### src/rtl/benc_pkg.sv
// Package of the base64 encoder: group type, pad codes and alphabet lookup.
package benc_pkg;

	// number of '=' characters that close a group
	typedef enum logic [1:0] {
		PAD_NONE = 2'd0,
		PAD_ONE  = 2'd1,
		PAD_TWO  = 2'd2
	} pad_t;

	// character slot inside a group of four
	typedef enum logic [1:0] {
		SLOT_0 = 2'd0,
		SLOT_1 = 2'd1,
		SLOT_2 = 2'd2,
		SLOT_3 = 2'd3
	} slot_t;

	// one group of up to three bytes, as queued between front and back
	typedef struct packed {
		logic [7:0] b0;
		logic [7:0] b1;
		logic [7:0] b2;
		pad_t       pad;
		logic       last;
	} grp_t;

	localparam int unsigned QDEPTH = 2;
	localparam logic [7:0]  CHAR_PAD = 8'h3D;

	// RFC 4648 standard alphabet
	function automatic logic [7:0] sym(input logic [5:0] v);
		logic [7:0] w;
		w = {2'b00, v};
		if (v < 6'd26)      sym = 8'(8'd65 + w);
		else if (v < 6'd52) sym = 8'(8'd71 + w);
		else if (v < 6'd62) sym = 8'(w - 8'd4);
		else if (v == 6'd62) sym = 8'h2B;
		else                sym = 8'h2F;
	endfunction

endpackage

### src/rtl/benc_if.sv
// Channel interfaces of the base64 encoder: raw byte input and character output.
interface benc_in_if;
	logic       valid;
	logic       ready;
	logic [7:0] data_byte;
	logic       end_of_message;

	modport source (output valid, output data_byte, output end_of_message, input ready);
	modport sink   (input valid, input data_byte, input end_of_message, output ready);
endinterface

interface benc_out_if;
	logic       valid;
	logic       ready;
	logic [7:0] out_char;
	logic       out_last;

	modport source (output valid, output out_char, output out_last, input ready);
	modport sink   (input valid, input out_char, input out_last, output ready);
endinterface

### src/rtl/benc_front.sv
// Front of the encoder: collects bytes into groups and pushes closed groups.
module benc_front import benc_pkg::*; (
	input  logic       clk,
	input  logic       arst_n,
	input  logic       in_valid,
	output logic       in_ready,
	input  logic [7:0] data_byte,
	input  logic       end_of_message,
	output logic       push,
	output grp_t       push_grp,
	input  logic       q_full
);

	logic [7:0] hold0_q;
	logic [7:0] hold1_q;
	logic [1:0] pos_q;
	logic       take;

	assign in_ready = !q_full;
	assign take     = in_valid && !q_full;

	always_comb begin
		push          = 1'b0;
		push_grp.b0   = data_byte;
		push_grp.b1   = 8'd0;
		push_grp.b2   = 8'd0;
		push_grp.pad  = PAD_TWO;
		push_grp.last = 1'b1;
		case (pos_q)
			2'd1: begin
				push_grp.b0  = hold0_q;
				push_grp.b1  = data_byte;
				push_grp.pad = PAD_ONE;
				push         = take && end_of_message;
			end
			2'd2: begin
				push_grp.b0   = hold0_q;
				push_grp.b1   = hold1_q;
				push_grp.b2   = data_byte;
				push_grp.pad  = PAD_NONE;
				push_grp.last = end_of_message;
				push          = take;
			end
			default: begin
				// empty group (position three is treated the same)
				push = take && end_of_message;
			end
		endcase
	end

	always_ff @(posedge clk or negedge arst_n) begin
		if (!arst_n) begin
			pos_q <= 2'd0;
		end else if (take) begin
			if (push) begin
				pos_q <= 2'd0;
			end else if (pos_q == 2'd1) begin
				pos_q <= 2'd2;
			end else begin
				pos_q <= 2'd1;
			end
		end
	end

	always_ff @(posedge clk) begin
		if (take && !push) begin
			if (pos_q == 2'd1) begin
				hold1_q <= data_byte;
			end else begin
				hold0_q <= data_byte;
			end
		end
	end

endmodule

### src/rtl/benc_queue.sv
// Two-entry group queue between front and back.
module benc_queue import benc_pkg::*; (
	input  logic clk,
	input  logic arst_n,
	input  logic push,
	input  grp_t push_grp,
	output logic full,
	output logic nonempty,
	output grp_t head,
	input  logic pop
);

	localparam int unsigned PW = $clog2(QDEPTH);

	grp_t              mem_q [QDEPTH];
	logic [PW-1:0]     wr_q;
	logic [PW-1:0]     rd_q;
	logic [PW:0]       cnt_q;

	assign full     = (cnt_q == (PW+1)'(QDEPTH));
	assign nonempty = (cnt_q != '0);
	assign head     = mem_q[rd_q];

	always_ff @(posedge clk or negedge arst_n) begin
		if (!arst_n) begin
			wr_q  <= '0;
			rd_q  <= '0;
			cnt_q <= '0;
		end else begin
			if (push) wr_q <= PW'(wr_q + 1'b1);
			if (pop)  rd_q <= PW'(rd_q + 1'b1);
			case ({push, pop})
				2'b10:   cnt_q <= (PW+1)'(cnt_q + 1'b1);
				2'b01:   cnt_q <= (PW+1)'(cnt_q - 1'b1);
				default: cnt_q <= cnt_q;
			endcase
		end
	end

	always_ff @(posedge clk) begin
		if (push) mem_q[wr_q] <= push_grp;
	end

endmodule

### src/rtl/benc_back.sv
// Back of the encoder: turns the head group into four characters, one per cycle unless the output stalls.
module benc_back import benc_pkg::*; (
	input  logic       clk,
	input  logic       arst_n,
	input  logic       q_nonempty,
	input  grp_t       head,
	output logic       pop,
	output logic       out_valid,
	input  logic       out_ready,
	output logic [7:0] out_char,
	output logic       out_last
);

	slot_t      slot_q;
	logic       valid_q;
	logic [7:0] char_q;
	logic       last_q;
	logic       load;
	logic [5:0] sextet;
	logic [7:0] char_d;
	logic       last_d;

	assign load      = q_nonempty && (!valid_q || out_ready);
	assign pop       = load && (slot_q == SLOT_3);
	assign out_valid = valid_q;
	assign out_char  = char_q;
	assign out_last  = last_q;

	always_comb begin
		unique case (slot_q)
			SLOT_0: sextet = head.b0[7:2];
			SLOT_1: sextet = {head.b0[1:0], head.b1[7:4]};
			SLOT_2: sextet = {head.b1[3:0], head.b2[7:6]};
			SLOT_3: sextet = head.b2[5:0];
			default: sextet = '0;
		endcase
		char_d = sym(sextet);
		if ((slot_q == SLOT_3 && head.pad != PAD_NONE) ||
		    (slot_q == SLOT_2 && head.pad == PAD_TWO)) begin
			char_d = CHAR_PAD;
		end
		last_d = (slot_q == SLOT_3) && head.last;
	end

	always_ff @(posedge clk or negedge arst_n) begin
		if (!arst_n) begin
			valid_q <= 1'b0;
			slot_q  <= SLOT_0;
		end else begin
			if (load) begin
				valid_q <= 1'b1;
				slot_q  <= slot_t'(2'(slot_q + 2'd1));
			end else if (out_ready) begin
				valid_q <= 1'b0;
			end
		end
	end

	always_ff @(posedge clk) begin
		if (load) begin
			char_q <= char_d;
			last_q <= last_d;
		end
	end

endmodule

### src/rtl/base64_encoder_unit.sv
// Top level of the streaming base64 encoder (RFC 4648, '=' padding).
//
//  channel  | role | payload                    | transfer when
//  ---------+------+----------------------------+-----------------------
//  in_ch    | sink | data_byte, end_of_message  | valid && ready
//  out_ch   | src  | out_char, out_last         | valid && ready
//
// Each byte is taken on a valid && ready transfer; every closed group (three
// bytes, or a short group at end of message) yields four characters at one
// per cycle, unless the output stalls, from the back end's character
// register, while the queue lets the front take the bytes of later groups.
// Reset is asynchronous and clears group position, queue pointers and the
// output valid; no clearing pass. in_ch.ready drops only while the
// two-entry group queue is full; output stalls hold the character register.
module base64_encoder_unit import benc_pkg::*; (
	input  logic              clk,
	input  logic              arst_n,
	benc_in_if.sink           in_ch,
	benc_out_if.source        out_ch
);

	logic q_push;
	grp_t q_push_grp;
	logic q_full;
	logic q_nonempty;
	grp_t q_head;
	logic q_pop;

	// front: byte collection and group classification
	benc_front u_front (
		.clk            (clk),
		.arst_n         (arst_n),
		.in_valid       (in_ch.valid),
		.in_ready       (in_ch.ready),
		.data_byte      (in_ch.data_byte),
		.end_of_message (in_ch.end_of_message),
		.push           (q_push),
		.push_grp       (q_push_grp),
		.q_full         (q_full)
	);

	// decoupling queue of closed groups
	benc_queue u_queue (
		.clk      (clk),
		.arst_n   (arst_n),
		.push     (q_push),
		.push_grp (q_push_grp),
		.full     (q_full),
		.nonempty (q_nonempty),
		.head     (q_head),
		.pop      (q_pop)
	);

	// back: character generation and output register
	benc_back u_back (
		.clk        (clk),
		.arst_n     (arst_n),
		.q_nonempty (q_nonempty),
		.head       (q_head),
		.pop        (q_pop),
		.out_valid  (out_ch.valid),
		.out_ready  (out_ch.ready),
		.out_char   (out_ch.out_char),
		.out_last   (out_ch.out_last)
	);

endmodule

### src/flat_wrapper.sv
// flat-port wrapper written by rule: the top's interface ports become plain ports
module base64_encoder_unit_flat import benc_pkg::*;
  (clk, arst_n, in_ch_valid, in_ch_data_byte, in_ch_end_of_message, in_ch_ready, out_ch_valid, out_ch_out_char, out_ch_out_last, out_ch_ready);
  benc_in_if in_ch_i ();
  benc_out_if out_ch_i ();
  input  logic clk;
  input  logic arst_n;
  input wire logic [$bits(in_ch_i.valid)-1:0] in_ch_valid;
  input wire logic [$bits(in_ch_i.data_byte)-1:0] in_ch_data_byte;
  input wire logic [$bits(in_ch_i.end_of_message)-1:0] in_ch_end_of_message;
  output wire logic [$bits(in_ch_i.ready)-1:0] in_ch_ready;
  output wire logic [$bits(out_ch_i.valid)-1:0] out_ch_valid;
  output wire logic [$bits(out_ch_i.out_char)-1:0] out_ch_out_char;
  output wire logic [$bits(out_ch_i.out_last)-1:0] out_ch_out_last;
  input wire logic [$bits(out_ch_i.ready)-1:0] out_ch_ready;
  assign in_ch_i.valid = in_ch_valid;
  assign in_ch_i.data_byte = in_ch_data_byte;
  assign in_ch_i.end_of_message = in_ch_end_of_message;
  assign in_ch_ready = in_ch_i.ready;
  assign out_ch_valid = out_ch_i.valid;
  assign out_ch_out_char = out_ch_i.out_char;
  assign out_ch_out_last = out_ch_i.out_last;
  assign out_ch_i.ready = out_ch_ready;
  base64_encoder_unit u_core (.clk(clk), .arst_n(arst_n), .in_ch(in_ch_i), .out_ch(out_ch_i));
endmodule
### config.mk
export PLATFORM = sky130hd
export DESIGN_NAME = base64_encoder_unit_flat
export DESIGN_NICKNAME = d
export VERILOG_FILES = /design/src/rtl/benc_pkg.sv /design/src/rtl/benc_if.sv /design/src/rtl/benc_front.sv /design/src/rtl/benc_queue.sv /design/src/rtl/benc_back.sv /design/src/rtl/base64_encoder_unit.sv /design/src/flat_wrapper.sv
export SDC_FILE = /design/constraint.sdc
export NUM_CORES = 1
export LEC_CHECK = 0
export ABC_AREA = 1
export BUFFER_PORTS_ARGS = -buffer_cell sky130_fd_sc_hd__buf_2
export CORE_ASPECT_RATIO = 0.7
export CORE_MARGIN = 2
export CORE_UTILIZATION = 28
export DETAILED_ROUTE_END_ITERATION = 10
export GPL_ROUTABILITY_DRIVEN = 0
export SLEW_MARGIN = 5
export SYNTH_ARGS = -nofsm -noshare
export SYNTH_HDL_FRONTEND = slang
export SYNTH_HIERARCHICAL = 1
export SYNTH_SLANG_ARGS = --single-unit
export TNS_END_PERCENT = 50
### constraint.sdc
create_clock -name clk -period 6.8 [get_ports clk]
set_input_delay 1.36 -clock clk [delete_from_list [all_inputs] [get_ports clk]]
set_output_delay 1.36 -clock clk [all_outputs]
set_load 0.05 [all_outputs]
Word level (Yosys, flattened, before mapping) --
Memory sizes are Yosys's and may differ from the RTL's. Cells that the tools add are included.
Cells by class: add/sub/neg operators 8, order comparisons 3, equal/unequal tests 10, multiplexer cells 17, bitwise gates (word level) 1, reductions and logical operators 20
Operators with widths (count):
- $mux 8 | 4
- $pmux 16 s2 | 1
- $pmux 6 s4 | 1
- $add 7x6->8 const A | 2
- $eq 2x2->1 const B | 6
- $lt 6x6->1 const B | 2
- $logic_and 1x1->1 | 8
- $pmux 2 s2 | 2
- $reduce_bool 2->1 | 4
- $sub 6x3->7 const B | 1
- $eq 2x1->1 const B | 3
- $eq 6x6->1 const B | 1
- $lt 6x5->1 const B | 1
- $mux 1 | 6
- $add 2x1->2 const B | 2
- $mux 2 | 2
- $reduce_and 2->1 | 2
- $logic_not 1->1 | 3
- $mux 3 | 1
- $add 1x1->1 const B | 2
- $logic_not 2->1 | 1
- $logic_or 1x1->1 | 2
- $sub 2x1->2 const B | 1
- $not 1->1 | 1
Storage, ports and cells: bits in registers 34, RAM bits 54, bits of input ports 13, output and inout port bits 11, word-level logic and storage cells 70, memories 1
Memories:
- u_core.u_queue.mem_q | depth 2, width 27, read ports 1, clocked after Yosys merged registers in 0, wr ports 1, RTL line benc_queue.sv:15 | grp_t mem_q [QDEPTH];

Logic depth before layout (Yosys ltp) --
depth after elaboration 8, gate-level depth with buffers 16, mapped depth without buffers 14

Modules after synthesis --
The synthesis kept the hierarchy.
Modules (own cells, without submodules):
- benc_queue | instances 1, cells an instance 165, area an instance 2289.7 um2, sequential area each 1721.7 um2
- benc_back | instances 1, cells an instance 156, area an instance 1164.9 um2, sequential area each 345.3 um2
- benc_front | instances 1, cells an instance 112, area an instance 1033.5 um2, sequential area each 530.5 um2

Worst setup path before layout --
No wires, ideal clock.
kind input to register, start point input port in_ch_valid, end point memory u_core/u_queue/mem_q[0][0] (netlist name), enable pin, library setup time 411 ps, arrival time 2854 ps, data required time 6389 ps, slack 3536 ps, stages 4, path buffers 0, cell sequence nand2_1 > nor2_1 > inv_1 > nor2_1
On the way: cells in the longest elaborated chain, start to end 5
Ends and longest elaborated chain:
- from (decl) | RTL line flat_wrapper.sv:8 | input wire logic [$bits(in_ch_i.valid)-1:0] in_ch_valid;
- $logic_and 1x1->1 (*) | RTL line benc_front.sv:20 | assign take = in_valid && !q_full;
- $logic_and 1x1->1 | RTL line benc_front.sv:34, benc_front.sv:46
- $mux 1 (*)
- via u_core.q_push | RTL line base64_encoder_unit.sv:22 | logic q_push;
- $mux 1 (*) | RTL line benc_queue.sv:41 | if (push) mem_q[wr_q] <= push_grp;
- $mux 1 (implied by the code) (*) | RTL line benc_queue.sv:41
- to (decl) | RTL line benc_queue.sv:15
Mark *: on every way through the listed nets, which the timed path passes. The rest lies on a longest branch.

Worst setup path after layout --
start point input port in_ch_end_of_message, end point memory u_core/u_queue/mem_q[1][16] (netlist name), enable pin
On the way: cells in the longest elaborated chain, start to end 4
Ends and longest elaborated chain:
- from (decl) | RTL line flat_wrapper.sv:10 | input wire logic [$bits(in_ch_i.end_of_message)-1:0] in_ch_end_of_message;
- $logic_and 1x1->1 | RTL line benc_front.sv:34, benc_front.sv:46
- $mux 1
- via u_core.q_push | RTL line base64_encoder_unit.sv:22
- $mux 1 | RTL line benc_queue.sv:41
- $mux 1 (implied by the code) | RTL line benc_queue.sv:41
The timed path passes the listed nets, and every way through them passes these cells.

==> reports/qor.yml <==
outcome: "completed"
vdd_drop_max_v: 0.0002121
finalSetupViolCount: 0
ctsResizeCount: 0
drive_gt1_frac: 0.2261
grt_pass1_wl_mm: 14.06
dp_cells: 644
first_global_vias: 2714
viasPerCell: 4.208
syn_inst: 433
synthArstFlopShare: 0.1023
clock-sinks: 88
antenna_found_initial: 0
die_w_um: 155.3
avgSynthCellArea_um2: 10.37
path_clk_slew_ns: 0.07
period_needed_ns: 2.693
arrival_ns: 2.64
syn_to_final_growth_pct: 11.54
drtAntennaViolNets: 0
dr.pass1.iters: 4
grtUsageMet2: 0.1542
cts_max_path_buffers: 2
ys_ff_latch: 88
end_kind: "flip-flop"
crit_type: "in2reg"
routedWlPerCell_um: 12.90
slew_viol_final: 0
final_cells: 660
rows: 38
ys.flop_type: "edfxtp_1"
yosysSeqAreaShare: 0.5788
use_met1: 0.1579
io_buffers: 23
fin_setup_tns_ns: 0
synth.top_cells.by_area: "edfxtp_1, nand2_1, dfrtp_1, inv_1, o21ai_2"
fin_nets: 479
hold_path.class: "reg2reg"
path_max_fanout: 27
die_y_um: 109.9
routed_wl_mm: 8.511
overflow: 0
rsz0062_at_grt: "no"
maxCapViolations: 0
slowest_stage: "inv_1"
grt_usage: 0.1088
drtIter0Drc: 127
ios: 24
multi_input_area_um2: 1483
grt_use_met3: 0.03508
synth_commonest_cells: "nand2_1, edfxtp_1, inv_1, nand3_1, nor2_1"
crit_chain: "buf_2, nor2_4, nor2_1, nand2_1, inv_1"
yosysMostFrequentCell: "nand2_1"
pwr_density_cell_nw_per_um2: 525.4
htreeDepth: 3
worst_slew_pin_slew_ns: 1.098
yosys_warnings: 6
worst_clock_skew_ns: 0.01246
grt_max_degree: 56
postCtsSetupBuffers: 0
fin_crit_sh: 0.3960
dpl.hpwl_mm: 6.180
start_util: 0.2878
max_freq_mhz: 371.3
max_slew_margin: 0.2669
start_kind: "input pin"
dieArea_um2: 17070
crit_required_ns: 6.75
syn-cell-area_um2: 4488
clockRootBuffer: "clkbuf_16"
synth_top_cell_area_share: 0.5286
synth_top_area_cell: "edfxtp_1"
antenna_cells: 0
seq_area_um2: 2599
vias: 2777
finalHoldViolCount: 0
drc: 0
core_um2: 15600
synth_edf_count: 79
hold_buffers: 0
slowest_delay_ns: 0.79
cts_buffers: 9
grt-busiest-layer: "met1"
synthDistinctLibCells: 33
fill_cells: 1589
synth_nets: 457
clk_latency_ns: 0.34
p_leak_nw: 2.112
cts_tree: "done"
## power by group
part | switching [mW] | internal, mW | total, mW
clock | 0.202 | 0.287 | 0.489
sequential | 0.0945 | 0.793 | 0.887
combinational | 0.865 | 0.389 | 1.25
total | 1.16 | 1.47 | 2.63
## critical path: cells and delay by family
| kind | cells | cell delay, ns |
|---|---|---|
| buf+inv | 2 | 0.91 |
| simple gates | 3 | 0.36 |
## cell type report
class                      instances  share of cell area
sequential                        88              0.5191
multi-input combinational        266              0.2962
inverter                          66             0.05099
tap                              200             0.04999
clock buffer                      10             0.04574
timing repair buffer              24             0.02449
clock inverter                     6             0.01350
## kinds of logic after synthesis
group / share of synthesized area
DFF: 0.5788
buffers and inverters: 0.09144
AOI/OAI and AO/OA: 0.08921
and+or+nand+nor: 0.2013
other: 0.0008356
adders and majority gates: 0.03067
xor gates and xnor gates: 0.007807
## through the flow
stage          instance area, um2  power (mW)  hold WS, ns  utilization  worst slack [ns]
2_1_floorplan                4488       1.956       0.4417            -             3.536
3_3_place_gp                 4710       2.120       0.4556       0.3020             3.777
3_5_place_dp                 4710       2.151       0.4686       0.3020             3.732
4_1_cts                      5006       2.647       0.4861       0.3210             4.091
5_1_grt                      5006       2.841       0.5117       0.3210             3.805
6_report                     5006       2.630       0.4829       0.3210             4.107
## flip-flops by register name, indices dropped and copies added (netlist names)
| signal | flops |
|---|---|
| u_core/u_queue/mem_q | 54 |
| u_core/u_back/out_char | 8 |
| u_core/u_front/hold0_q | 8 |
| u_core/u_front/hold1_q | 8 |
| u_core/u_back/slot_q | 2 |
| u_core/u_front/pos_q | 2 |
| u_core/u_queue/cnt_q | 2 |
| u_core/u_back/out_last | 1 |
| u_core/u_back/out_valid | 1 |
| u_core/u_queue/rd_q | 1 |
| u_core/u_queue/wr_q | 1 |
## layer usage
| layer | part of all wire | up-vias |
|---|---|---|
| met5 | 0 | - |
| met4 | 0.0067 | 0 |
| met3 | 0.044 | 7 |
| met2 | 0.40 | 58 |
| met1 | 0.55 | 1264 |
| li1 | - | 1448 |
## path summary, 6_finish.rpt
check | start | to | slack (ns) | cells past startpoint
hold / removal | u_core/u_queue/cnt_q[1]$_DFFE_PN0P_ | u_core/u_queue/cnt_q[1]$_DFFE_PN0P_ | 0.48 | 2
min in group asynchronous | arst_n | u_core/u_front/pos_q[1]$_DFFE_PN0P_ | 0.87 | 1
setup reg to reg | u_core/u_queue/rd_q$_DFFE_PN0P_ | u_core/u_back/out_char[4]$_SDFFCE_PP1P_ | 4.16 | 9
hold reg to reg | u_core/u_queue/cnt_q[1]$_DFFE_PN0P_ | u_core/u_queue/cnt_q[1]$_DFFE_PN0P_ | 0.48 | 2
max in group asynchronous | arst_n | u_core/u_queue/rd_q$_DFFE_PN0P_ | 5.71 | 1
setup / recovery | in_ch_end_of_message | u_core/u_queue/mem_q[1][16]$_DFFE_PP_ | 4.11 | 5
## cells in the final DEF, fill, tap and decap left out, types with 2 or more instances in the layout
| master | Yosys | routed |
|---|---|---|
| nand3_1 | 23 | 23 |
| inv_2 | 3 | 3 |
| edfxtp_1 | 79 | 79 |
| inv_1 | 60 | 60 |
| inv_4 | 3 | 3 |
| nand2_2 | 11 | 11 |
| o21ai_2 | 16 | 16 |
| clkinvlp_4 | 0 | 2 |
| o21ai_0 | 7 | 7 |
| o21ai_1 | 10 | 10 |
| nand2_4 | 4 | 4 |
| nand2_1 | 127 | 127 |
| a21oi_2 | 8 | 8 |
| o21bai_4 | 3 | 3 |
| nor2_4 | 4 | 4 |
| nand4_1 | 3 | 3 |
| inv_6 | 0 | 2 |
| nor2_2 | 8 | 9 |
| buf_2 | 0 | 23 |
| dfrtp_1 | 9 | 8 |
| xor2_1 | 3 | 3 |
| ha_1 | 11 | 11 |
| clkbuf_16 | 0 | 9 |
| nor2_1 | 19 | 18 |
Power figures use the tool's default switching activity.
